[config.mk]
export PLATFORM = sky130hd
export DESIGN_NAME = top_k_insertion_ranker_core_flat
export DESIGN_NICKNAME = d
export VERILOG_FILES = /design/src/hw/rtl/tkr_pkg.sv /design/src/hw/rtl/tkr_ifs.sv /design/src/hw/rtl/top_k_insertion_ranker_core.sv /design/src/flat_wrapper.sv
export SDC_FILE = /design/constraint.sdc
export NUM_CORES = 2
export LEC_CHECK = 0
export ABC_AREA = 1
export BUFFER_PORTS_ARGS = -buffer_cell sky130_fd_sc_hd__buf_2
export CELL_PAD_IN_SITES_DETAIL_PLACEMENT = 0
export CELL_PAD_IN_SITES_GLOBAL_PLACEMENT = 1
export CORE_UTILIZATION = 47
export CTS_CLUSTER_DIAMETER = 30
export DETAILED_ROUTE_END_ITERATION = 7
export GPL_TIMING_DRIVEN = 1
export PLACE_DENSITY_LB_ADDON = 0.2
export SLEW_MARGIN = 20
export SYNTH_ARGS = -nofsm -noshare
export SYNTH_HDL_FRONTEND = slang
export SYNTH_SLANG_ARGS = --single-unit
[constraint.sdc]
create_clock -name clk -period 11.28 [get_ports clk]
set_input_delay 2.256 -clock clk [delete_from_list [all_inputs] [get_ports clk]]
set_output_delay 2.256 -clock clk [all_outputs]
set_load 0.005 [all_outputs]
[src/hw/rtl/tkr_pkg.sv]
// Package for the top-K insertion ranker: list size, index width,
// command codes and the entry record. No dependencies.
`timescale 1ns / 1ps

package tkr_pkg;

    localparam int TOP_K = 20;
    localparam int IDX_W = (TOP_K > 1) ? $clog2(TOP_K) : 1;
    localparam int RANK_W = 6;

    localparam logic CMD_INSERT = 1'b0;
    localparam logic CMD_DUMP   = 1'b1;

    typedef struct packed {
        logic [31:0] addr;
        logic [31:0] hits;
        logic [63:0] bytes;
    } entry_t;

endpackage

[src/hw/rtl/tkr_ifs.sv]
// Channel interfaces of the top-K insertion ranker: input word, result
// word and mode register write. Depends on nothing but clock-free wires.
`timescale 1ns / 1ps

interface tkr_in_if;
    logic        valid;
    logic        ready;
    logic        command;
    logic [31:0] server_addr;
    logic [31:0] hit_count;
    logic [63:0] byte_total;

    modport source (output valid, command, server_addr, hit_count, byte_total,
                    input ready);
    modport sink (input valid, command, server_addr, hit_count, byte_total,
                  output ready);
endinterface

interface tkr_out_if;
    logic        valid;
    logic        ready;
    logic [5:0]  rank;
    logic [31:0] ranked_addr;
    logic [31:0] ranked_hits;
    logic [63:0] ranked_bytes;
    logic        last;

    modport source (output valid, rank, ranked_addr, ranked_hits, ranked_bytes, last,
                    input ready);
    modport sink (input valid, rank, ranked_addr, ranked_hits, ranked_bytes, last,
                  output ready);
endinterface

interface tkr_cfg_if;
    logic valid;
    logic ready;
    logic rank_by_bytes;

    modport source (output valid, rank_by_bytes, input ready);
    modport sink (input valid, rank_by_bytes, output ready);
endinterface

[src/hw/rtl/top_k_insertion_ranker_core.sv]
// Top-K insertion ranker: a list memory swept by one shared comparator.
// An insert holds the input low after acceptance while it scans the entries up from
// the bottom, and also while it places a new rank 0 entry; a skipped insert frees
// it at once. A dump holds it low while all TOP_K entries go out as the output drains.
// Reset (rst_n, async, active low) clears the list through its valid bits and
// sets hit-count mode. Depends on tkr_pkg and the interfaces of tkr_ifs.sv.
`timescale 1ns / 1ps

module top_k_insertion_ranker_core (
    input  logic       clk,
    input  logic       rst_n,
    tkr_cfg_if.sink    cfg,
    tkr_in_if.sink     in_item,
    tkr_out_if.source  out_item
);

    // Sequencer states.
    localparam logic [1:0] S_IDLE = 2'd0;
    localparam logic [1:0] S_SCAN = 2'd1;
    localparam logic [1:0] S_DUMP = 2'd2;
    localparam logic [1:0] S_PUT  = 2'd3;

    localparam logic [tkr_pkg::IDX_W-1:0] IDX_LAST = tkr_pkg::IDX_W'(tkr_pkg::TOP_K - 1);
    localparam logic [tkr_pkg::IDX_W-1:0] IDX_ZERO = '0;

    // The list lives in a small memory with one write and one read port.
    // A valid bit per entry makes a never-written or dumped entry read as
    // zero, which is the cleared value.
    tkr_pkg::entry_t               mem [tkr_pkg::TOP_K];
    tkr_pkg::entry_t               rd_data_reg;
    logic                          rd_ok_reg;
    logic [tkr_pkg::TOP_K-1:0]     valid_reg, valid_next;

    logic                          rd_en;
    logic [tkr_pkg::IDX_W-1:0]     rd_addr;
    logic                          wr_en;
    logic [tkr_pkg::IDX_W-1:0]     wr_addr;
    tkr_pkg::entry_t               wr_data;

    logic [1:0]                    state_reg, state_next;
    logic [tkr_pkg::IDX_W-1:0]     idx_reg, idx_next;
    tkr_pkg::entry_t               cand_reg, cand_next;
    logic [63:0]                   cand_key_reg, cand_key_next;
    logic                          mode_reg;

    logic                          out_valid_reg, out_valid_next;
    logic [5:0]                    out_rank_reg, out_rank_next;
    tkr_pkg::entry_t               out_ent_reg, out_ent_next;
    logic                          out_last_reg, out_last_next;

    tkr_pkg::entry_t               cur_ent;
    logic [63:0]                   cur_key;
    logic                          in_fire;
    logic                          out_free;

    assign cfg.ready     = 1'b1;
    assign in_item.ready = (state_reg == S_IDLE);
    assign in_fire       = in_item.valid && in_item.ready;
    assign out_free      = !out_valid_reg || out_item.ready;

    assign out_item.valid        = out_valid_reg;
    assign out_item.rank         = out_rank_reg;
    assign out_item.ranked_addr  = out_ent_reg.addr;
    assign out_item.ranked_hits  = out_ent_reg.hits;
    assign out_item.ranked_bytes = out_ent_reg.bytes;
    assign out_item.last         = out_last_reg;

    // The entry under the scan pointer, and its key in the current mode.
    assign cur_ent = rd_ok_reg ? rd_data_reg : '0;
    assign cur_key = mode_reg ? cur_ent.bytes : {32'd0, cur_ent.hits};

    always_ff @(posedge clk)
    begin
        if (wr_en)
        begin
            mem[wr_addr] <= wr_data;
        end
        if (rd_en)
        begin
            rd_data_reg <= mem[rd_addr];
        end
    end

    always_comb
    begin
        state_next     = state_reg;
        idx_next       = idx_reg;
        cand_next      = cand_reg;
        cand_key_next  = cand_key_reg;
        valid_next     = valid_reg;
        rd_en          = 1'b0;
        rd_addr        = idx_reg;
        wr_en          = 1'b0;
        wr_addr        = idx_reg;
        wr_data        = cand_reg;
        out_valid_next = out_valid_reg;
        out_rank_next  = out_rank_reg;
        out_ent_next   = out_ent_reg;
        out_last_next  = out_last_reg;

        if (out_valid_reg && out_item.ready)
        begin
            out_valid_next = 1'b0;
        end

        case (state_reg)
            S_IDLE:
            begin
                if (in_fire)
                begin
                    if (in_item.command == tkr_pkg::CMD_DUMP)
                    begin
                        // Dump walks the list from rank 0 downward.
                        idx_next   = IDX_ZERO;
                        rd_en      = 1'b1;
                        rd_addr    = IDX_ZERO;
                        state_next = S_DUMP;
                    end
                    else if (in_item.hit_count != 32'd0)
                    begin
                        // Insert scans upward from the bottom entry.
                        cand_next.addr  = in_item.server_addr;
                        cand_next.hits  = in_item.hit_count;
                        cand_next.bytes = in_item.byte_total;
                        cand_key_next   = mode_reg ? in_item.byte_total
                                                   : {32'd0, in_item.hit_count};
                        idx_next        = IDX_LAST;
                        rd_en           = 1'b1;
                        rd_addr         = IDX_LAST;
                        state_next      = S_SCAN;
                    end
                end
            end

            S_SCAN:
            begin
                // While the entry is below the candidate it moves down one
                // place (the bottom one drops out) and the scan goes on; the
                // first entry that is not below stops it, and the candidate
                // lands just under that entry, or is dropped if that entry is the
                // bottom one. When even rank 0 is below, the candidate is written
                // to rank 0 in S_PUT, since the single write port is taken by
                // moving the old rank 0 entry. The read of the next entry up
                // overlaps the write one place below, so they never collide.
                if (cur_key < cand_key_reg)
                begin
                    if (idx_reg != IDX_LAST)
                    begin
                        wr_en   = 1'b1;
                        wr_addr = idx_reg + 1'b1;
                        wr_data = cur_ent;
                        valid_next[wr_addr] = 1'b1;
                    end
                    if (idx_reg == IDX_ZERO)
                    begin
                        state_next = S_PUT;
                    end
                    else
                    begin
                        idx_next = idx_reg - 1'b1;
                        rd_en    = 1'b1;
                        rd_addr  = idx_reg - 1'b1;
                    end
                end
                else
                begin
                    if (idx_reg != IDX_LAST)
                    begin
                        wr_en   = 1'b1;
                        wr_addr = idx_reg + 1'b1;
                        wr_data = cand_reg;
                        valid_next[wr_addr] = 1'b1;
                    end
                    state_next = S_IDLE;
                end
            end

            S_PUT:
            begin
                // The candidate outranks every entry and becomes rank 0.
                wr_en      = 1'b1;
                wr_addr    = IDX_ZERO;
                wr_data    = cand_reg;
                valid_next[IDX_ZERO] = 1'b1;
                state_next = S_IDLE;
            end

            S_DUMP:
            begin
                // One word per cycle while the output register drains.
                if (out_free)
                begin
                    out_valid_next = 1'b1;
                    out_rank_next  = 6'(idx_reg);
                    out_ent_next   = cur_ent;
                    out_last_next  = (idx_reg == IDX_LAST);
                    if (idx_reg == IDX_LAST)
                    begin
                        valid_next = '0;
                        state_next = S_IDLE;
                    end
                    else
                    begin
                        idx_next = idx_reg + 1'b1;
                        rd_en    = 1'b1;
                        rd_addr  = idx_reg + 1'b1;
                    end
                end
            end

            default:
            begin
                state_next = S_IDLE;
            end
        endcase
    end

    always_ff @(posedge clk or negedge rst_n)
    begin
        if (!rst_n)
        begin
            state_reg     <= S_IDLE;
            valid_reg     <= '0;
            rd_ok_reg     <= 1'b0;
            mode_reg      <= 1'b0;
            out_valid_reg <= 1'b0;
        end
        else
        begin
            state_reg     <= state_next;
            valid_reg     <= valid_next;
            out_valid_reg <= out_valid_next;
            if (rd_en)
            begin
                rd_ok_reg <= valid_reg[rd_addr];
            end
            if (cfg.valid && cfg.ready)
            begin
                mode_reg <= cfg.rank_by_bytes;
            end
        end
    end

    always_ff @(posedge clk)
    begin
        idx_reg      <= idx_next;
        cand_reg     <= cand_next;
        cand_key_reg <= cand_key_next;
        out_rank_reg <= out_rank_next;
        out_ent_reg  <= out_ent_next;
        out_last_reg <= out_last_next;
    end

endmodule

[src/flat_wrapper.sv]
// flat-port wrapper written by rule: the top's interface ports become plain ports
module top_k_insertion_ranker_core_flat 
  (clk, rst_n, cfg_valid, cfg_rank_by_bytes, cfg_ready, in_item_valid, in_item_command, in_item_server_addr, in_item_hit_count, in_item_byte_total, in_item_ready, out_item_valid, out_item_rank, out_item_ranked_addr, out_item_ranked_hits, out_item_ranked_bytes, out_item_last, out_item_ready);
  tkr_cfg_if cfg_i ();
  tkr_in_if in_item_i ();
  tkr_out_if out_item_i ();
  input  logic clk;
  input  logic rst_n;
  input wire logic [$bits(cfg_i.valid)-1:0] cfg_valid;
  input wire logic [$bits(cfg_i.rank_by_bytes)-1:0] cfg_rank_by_bytes;
  output wire logic [$bits(cfg_i.ready)-1:0] cfg_ready;
  input wire logic [$bits(in_item_i.valid)-1:0] in_item_valid;
  input wire logic [$bits(in_item_i.command)-1:0] in_item_command;
  input wire logic [$bits(in_item_i.server_addr)-1:0] in_item_server_addr;
  input wire logic [$bits(in_item_i.hit_count)-1:0] in_item_hit_count;
  input wire logic [$bits(in_item_i.byte_total)-1:0] in_item_byte_total;
  output wire logic [$bits(in_item_i.ready)-1:0] in_item_ready;
  output wire logic [$bits(out_item_i.valid)-1:0] out_item_valid;
  output wire logic [$bits(out_item_i.rank)-1:0] out_item_rank;
  output wire logic [$bits(out_item_i.ranked_addr)-1:0] out_item_ranked_addr;
  output wire logic [$bits(out_item_i.ranked_hits)-1:0] out_item_ranked_hits;
  output wire logic [$bits(out_item_i.ranked_bytes)-1:0] out_item_ranked_bytes;
  output wire logic [$bits(out_item_i.last)-1:0] out_item_last;
  input wire logic [$bits(out_item_i.ready)-1:0] out_item_ready;
  assign cfg_i.valid = cfg_valid;
  assign cfg_i.rank_by_bytes = cfg_rank_by_bytes;
  assign cfg_ready = cfg_i.ready;
  assign in_item_i.valid = in_item_valid;
  assign in_item_i.command = in_item_command;
  assign in_item_i.server_addr = in_item_server_addr;
  assign in_item_i.hit_count = in_item_hit_count;
  assign in_item_i.byte_total = in_item_byte_total;
  assign in_item_ready = in_item_i.ready;
  assign out_item_valid = out_item_i.valid;
  assign out_item_rank = out_item_i.rank;
  assign out_item_ranked_addr = out_item_i.ranked_addr;
  assign out_item_ranked_hits = out_item_i.ranked_hits;
  assign out_item_ranked_bytes = out_item_i.ranked_bytes;
  assign out_item_last = out_item_i.last;
  assign out_item_i.ready = out_item_ready;
  top_k_insertion_ranker_core u_core (.clk(clk), .rst_n(rst_n), .cfg(cfg_i), .in_item(in_item_i), .out_item(out_item_i));
endmodule
Yosys cells after proc, flatten, opt, wreduce, memory -nomap -nowiden
Memories as Yosys holds them, arrays and structs flattened. A register that Yosys moved wholly into a read port is not among the register bits.
Index checks and enable logic that the tools add are counted.
{ "op_classes": {"addsub": 2, "n_lt_le_gt_ge": 4, "eq_ne": 11, "muxes": 48, "bitwise": 2, "n_reduce_logical": 15} }
{ "op_table": {"columns": ["op", "count"], "rows": [
  ["128-bit two-way mux", 4],
  ["64-bit < comparator", 1],
  ["64-bit two-way mux", 1],
  ["20-bit two-way mux", 3],
  ["5-bit two-way mux", 8],
  ["19-bit one-hot mux with 2 select lines", 1],
  ["32-bit two-way mux", 1],
  ["32-bit nonzero test", 1],
  ["20-bit bitwise OR", 1],
  ["1-bit two-way mux", 15],
  ["5-bit one-hot mux with 3 select lines", 1],
  ["2-bit two-way mux", 7],
  ["5-bit by 6-bit < comparator with 1-bit output, second input constant", 2],
  ["4-bit AND reduction", 3],
  ["5-bit one-hot mux with 2 select lines", 1],
  ["2-bit one-hot mux with 4 select lines", 1],
  ["2-bit by 1-bit inequality test with 1-bit output, second input constant", 3],
  ["3-bit inequality test, second input constant", 2],
  ["1-bit one-hot mux with 3 select lines", 2],
  ["5-bit by 1-bit adder with 5-bit output, second input constant", 1],
  ["1-bit binary-select mux with 5-bit select", 1],
  ["1-bit demux with 5-bit select", 1],
  ["5-bit == test, second input constant", 1],
  ["5-bit by 1-bit greater-or-equal comparator with 1-bit output, second input constant", 1],
  ["16 further kinds", 19]
]} }
{ "totals": {"regBits": 356, "ramBits": 2560, "in_bits": 135, "output_inout_bits": 138, "word_cells": 100, "memories": 1} }
{ "memory_table": {"columns": ["name", "depth", "width", "read_ports", "rd_clocked_by_memory_dff", "wr", "line", "source"], "rows": [
  ["u_core.mem", 20, 128, 1, 1, 1, "top_k_insertion_ranker_core.sv:29", "tkr_pkg::entry_t mem [tkr_pkg::TOP_K];"]
]} }

Logic depth before layout (Yosys ltp)
{ "depth": {"ltp_word": 8, "mapped_depth": 34, "mapped_depth_nobuf": 30} }

Worst setup path before layout
Ideal clock, no wire load.
{ "synth_timing": {"path_kind": "input port to flip-flop", "startpoint": "in in_item_valid", "endpoint": "reg u_core.cand_key_reg[0] (enable)", "setup_time_ns": 0.747, "t_arrival_ns": 10.495, "t_required_ns": 10.533, "setup_slack_ns": 0.039, "cell_stages": 4, "path_cell_list": "inv_1 > nor2_1 > nand2_1 > nor2_1"} }
{ "synth_between": {"elab_chain_len": 2} }
{ "synth_rtl": {"columns": ["item", "line", "source"], "rows": [
  ["start, declared", "flat_wrapper.sv:12", "input wire logic [$bits(in_item_i.valid)-1:0] in_item_valid;"],
  ["1-bit logical AND", "top_k_insertion_ranker_core.sv:58", "assign in_fire = in_item.valid && in_item.ready;"],
  ["4-bit AND reduction (no line)", null, null],
  ["end signal, assigned", "top_k_insertion_ranker_core.sv:248", "cand_key_reg <= cand_key_next;"],
  ["end, declared", "top_k_insertion_ranker_core.sv:43", "logic [63:0] cand_key_reg, cand_key_next;"]
]} }
No other way between the ends.
A chain may end at the register's enable or synchronous reset.

Final worst setup path
{ "layout_timing": {"startpoint": "reg u_core.rd_ok_reg", "endpoint": "reg, netlist name u_core.rd_data_reg[49]"} }
{ "layout_between": {"elab_chain_len": 5, "word_cells_on_any_way": 7, "classes_between": "order compare (1); mux (6)"} }
{ "layout_rtl": {"columns": ["item", "line", "source"], "rows": [
  ["start, declared", "top_k_insertion_ranker_core.sv:31", "logic rd_ok_reg;"],
  ["start signal, assigned", "top_k_insertion_ranker_core.sv:235", "rd_ok_reg <= valid_reg[rd_addr];"],
  ["128-bit two-way mux (*)", "top_k_insertion_ranker_core.sv:69", "assign cur_ent = rd_ok_reg ? rd_data_reg : '0;"],
  ["64-bit two-way mux (*)", "top_k_insertion_ranker_core.sv:70", "assign cur_key = mode_reg ? cur_ent.bytes : {32'd0, cur_ent.hits};"],
  ["64-bit < comparator (*)", "top_k_insertion_ranker_core.sv:145", "if (cur_key < cand_key_reg)"],
  ["5-bit two-way mux or 1-bit two-way mux (tied branches)", null, null],
  ["5-bit one-hot mux with 3 select lines or 1-bit one-hot mux with 3 select lines (tied branches)", null, null]
]} }
Every way passes the cells marked *; elsewhere a longest branch is shown, timed or not.

==> summary.txt <==
Clocking
  • CTS Root Cell: clkbuf_16
  • Hold Buf Count CTS: 0
  • Insertion delay to the later sink of the worst-skew pair: 1.02 ns
  • Number of cells upsized or downsized after cts: 0
  • Clock tree from TritonCTS: yes
  • Clock transition at path regs: 0.04 ns
  • Setup repair bufs after CTS: 0
  • Number of levels in the clock H-tree: 6
  • Number of buffers on the longest clock path: 4
  • TritonCTS buffer count: 602
  • Clock Sinks: 3044

Cells and area
  • Number of flip-flops in the largest register: 2560
  • Area of all placed cells without fillers: 0.151 sq mm
  • Fraction of layout instances using a drive strength above 1: 13.5%
  • Post-route non-filler standard cell count: 14798
  • Share of the core filled with cells: 57.4%
  • Number of fillers in the final layout: 21401
  • Growth of design area from synthesis to finish: 21.4%
  • Register area: 0.0912 sq mm
  • Area used by multi-input combinational logic: 0.0262 sq mm
  • Final net count: 10968

GRT
  • Vias in the first global route: 78272
  • Number of antenna violations at the first check in global routing: 19
  • Largest net degree at the start of global routing: 209
  • Global routing usage summed across all routing layers: 27.8%
  • First-pass GRT wire length: 537 mm
  • Aggregate global routing overflow: 0

Yosys
  • Cell variety after synth: 40
  • Number of synthesized flops with an enable pin: 3014
  • Share of flip-flops with an asynchronous set or reset: 0.821%
  • Gate count after technology mapping: 10265
  • Commonest cells post-synth: edfxtp_1 (3014), nand2_1 (2152), inv_1 (1107)
  • Area share of the largest cell type after synthesis: 72.9%
  • Area leader, netlist: edfxtp_1
  • Area of the mapped netlist: 0.124 sq mm
  • Fraction of the yosys area taken by sequential cells: 73.5%
  • Syn Nets: 10467
  • Average instance area after synthesis: 12.1 sq um
  • Number of flip-flops and latches in the synthesized netlist: 3044
  • Most frequently used cell type in the post-synthesis netlist: edfxtp_1
  • Leading cell types by total area after synthesis: edfxtp_1 (73%), nand2_1 (6.5%), inv_1 (3.3%)
  • Yosys warns: 0
  • Commonest register cell after synthesis: edfxtp_1

Power and ir drop
  • Total leakage power: 57.9 nW
  • Sw frac: 34.0%
  • Overall power of the completed layout: 0.0431 W
  • Clock network fraction of design power: 41.5%
  • Net Switching: 0.0147 W
  • Worst vdd ir: 0.219 mV
  • Sequential power share: 31.3%
  • PD cells: 286 mW/mm^2
  • Portion of total power attributed to combinational logic: 27.2%
  • Internal power: 0.0284 W

Routing
  • Final antenna-violating net count: 0
  • Drt initial violations: 8685
  • First-pass iteration count of the detailed router: 8
  • Routed wire length: 373 mm
  • Mean number of vias per cell: 5.51
  • DR WL/cell: 25.2 um
  • Number of DRC violations after detailed routing: 0
  • Via count: 81552

Floorplanning
  • I/O pin cnt: 273
  • Die Wd: 516 um
  • Core footprint: 0.263 sq mm
  • Total Die Area: 0.266 sq mm
  • Starting density of the core: 47.3%
  • Row count: 188
  • Height of the die: 516 um

Placement
  • I/O Buffers: 270
  • Final weighted congestion in routability-driven placement: 0.847
  • DP Cell Count: 13677
  • Placed wire-length estimate after detailed placement: 187 mm
  • Instance area after placement: 0.130 sq mm

Timing
  • Clock Skews: 0.0524 ns
  • Final Hold Violating Endpoints: 0
  • Total negative slack for setup checks: 0 ns
  • Max-slew headroom at the worst pin: 23.7%
  • Final critical delay including setup and external delays: 7.50 ns
  • Setup violations, final: 0
  • Final slew viol count: 0
  • Setup repair after global routing missed its margin: false
  • Fraction of the cycle the final worst path needs: 66.5%
  • Worst Max-Slew Pin Slew: 1.15 ns
  • Achievable clock frequency: 133 MHz

Critical path
  • Startpoint types: flop
  • Endpoint required time on the critical path: 12.14 ns
  • Critical path class: flop to flop
  • CP endpoint kind: flop
  • Worst endpoint data arrival time: 8.36 ns
  • Critical Path Fanout Max: 80

Outcome
  • Result of the run: finished, final reports clean

Hold path
  • Type of the tightest min-delay check: flop to flop

Job
  • Max-cap violations: 0
## layout by cell type (no fill, tap or decap), types with 5 or more instances in the layout
cell type	netlist	final
clkbuf_16	0	606
clkinvlp_4	0	44
clkinv_2	0	83
dfrtp_1	25	23
inv_2	11	10
o22ai_1	7	7
nor2_1	745	720
buf_4	43	162
nor4_1	9	8
a21oi_1	479	478
o32ai_1	128	128
clkbuf_1	233	77
inv_1	1107	1103
buf_12	0	56
o211ai_1	317	317
nor2_4	0	23
nand4_1	9	9
dfxtp_1	5	5
clkinv_4	0	23
edfxtp_1	3014	3014
nand3_1	672	671
o21ai_2	0	60
o21ai_0	664	582
ha_1	67	67
clkinv_1	33	146
inv_16	0	10
diode_2	0	22
o21ai_1	196	216
clkinv_8	0	13
buf_2	296	270
nand2_1	2152	2152
inv_6	0	23
bufinv_16	0	87
clkinv_16	0	19
inv_8	0	6
## critical path, stage by stage (launching register included)
cell and delay, ns:
dfrtp_4 0.76, buf_4 0.40, buf_4 0.62, nand2_1 0.27
nor2_1 0.16, ha_1 0.25, a21oi_1 0.14, o21ai_0 0.09
nand2_1 0.07, o211ai_1 0.21, nand3_1 0.32, nand2_1 0.39
nor2_1 0.17, a21boi_1 0.32, o22ai_1 0.12, nand2_1 0.07
nand2_1 0.12, nand2_8 0.61, nand2_1 0.31, inv_8 0.80
buf_4 0.53, nand2_1 0.10, nand2_1 0.09, clkinv_1 0.06
nand2_1 0.06, nand2_1 0.05, nand2_1 0.10
## power groups by stage
stage	Sequential [W]	Clock [W]	Combinational, W
final	0.0135	0.0179	0.0117
after CTS	0.0135	0.0181	0.0117
after detailed placement	0.0137	0	0.0117
after floorplan	0.0135	0	0.00799
after global routing	0.0135	0.0186	0.0130
after global placement	0.0137	0	0.0115
## routing by layer
metal,vias up,track usage (%),wire length [um]
li1,37099,-,-
met2,3289,44.7,176000
met5,-,0,12
met4,2,12.5,16700
met3,664,3.98,26800
met1,40498,37.5,153000
## final timing paths
kind	cells past startpoint	start	slack [ns]	endpoint
min reg2reg	2	u_core.valid_reg[18]	0.50	u_core.valid_reg[18]
max reg2reg	26	u_core.rd_ok_reg	3.78	u_core.rd_data_reg[49]
min in group asynchronous	1	rst_n	1.36	u_core.out_item.valid
max	26	u_core.rd_ok_reg	3.78	u_core.rd_data_reg[49]
min	2	u_core.valid_reg[18]	0.50	u_core.valid_reg[18]
max in group asynchronous	1	rst_n	9.30	u_core.rd_ok_reg
## kinds of logic after synthesis
family | after synthesis | share of synthesized area [%]
AO/OA/AOI/OAI | 1803 | 8.33
XOR/XNOR | 5 | 0.0353
adder cells (fa/ha/maj) | 67 | 0.676
buffers and inverters | 1746 | 5.79
flip-flops | 3044 | 73.5
other | 2 | 0.00605
AND/OR/NAND/NOR | 3598 | 11.6
## final cells by class
type	instances	area share, %
flip-flops and latches	3044	60.6
multi-input cells	5475	17.4
clock buffers	683	10.3
clock inverters	416	3.44
well taps	3515	2.92
inverters	1151	2.89
repair buffers	492	2.52
diodes	22	0.0365
## per-stage QoR
stage	setup slack, ns	hold WS (ns)
after floorplan	0.0387	0.403
after global placement	3.50	0.485
after detailed placement	3.49	0.498
after CTS	3.85	0.507
after global routing	3.58	0.528
final	3.78	0.503
No activity file was read; power rests on OpenSTA's default activity.
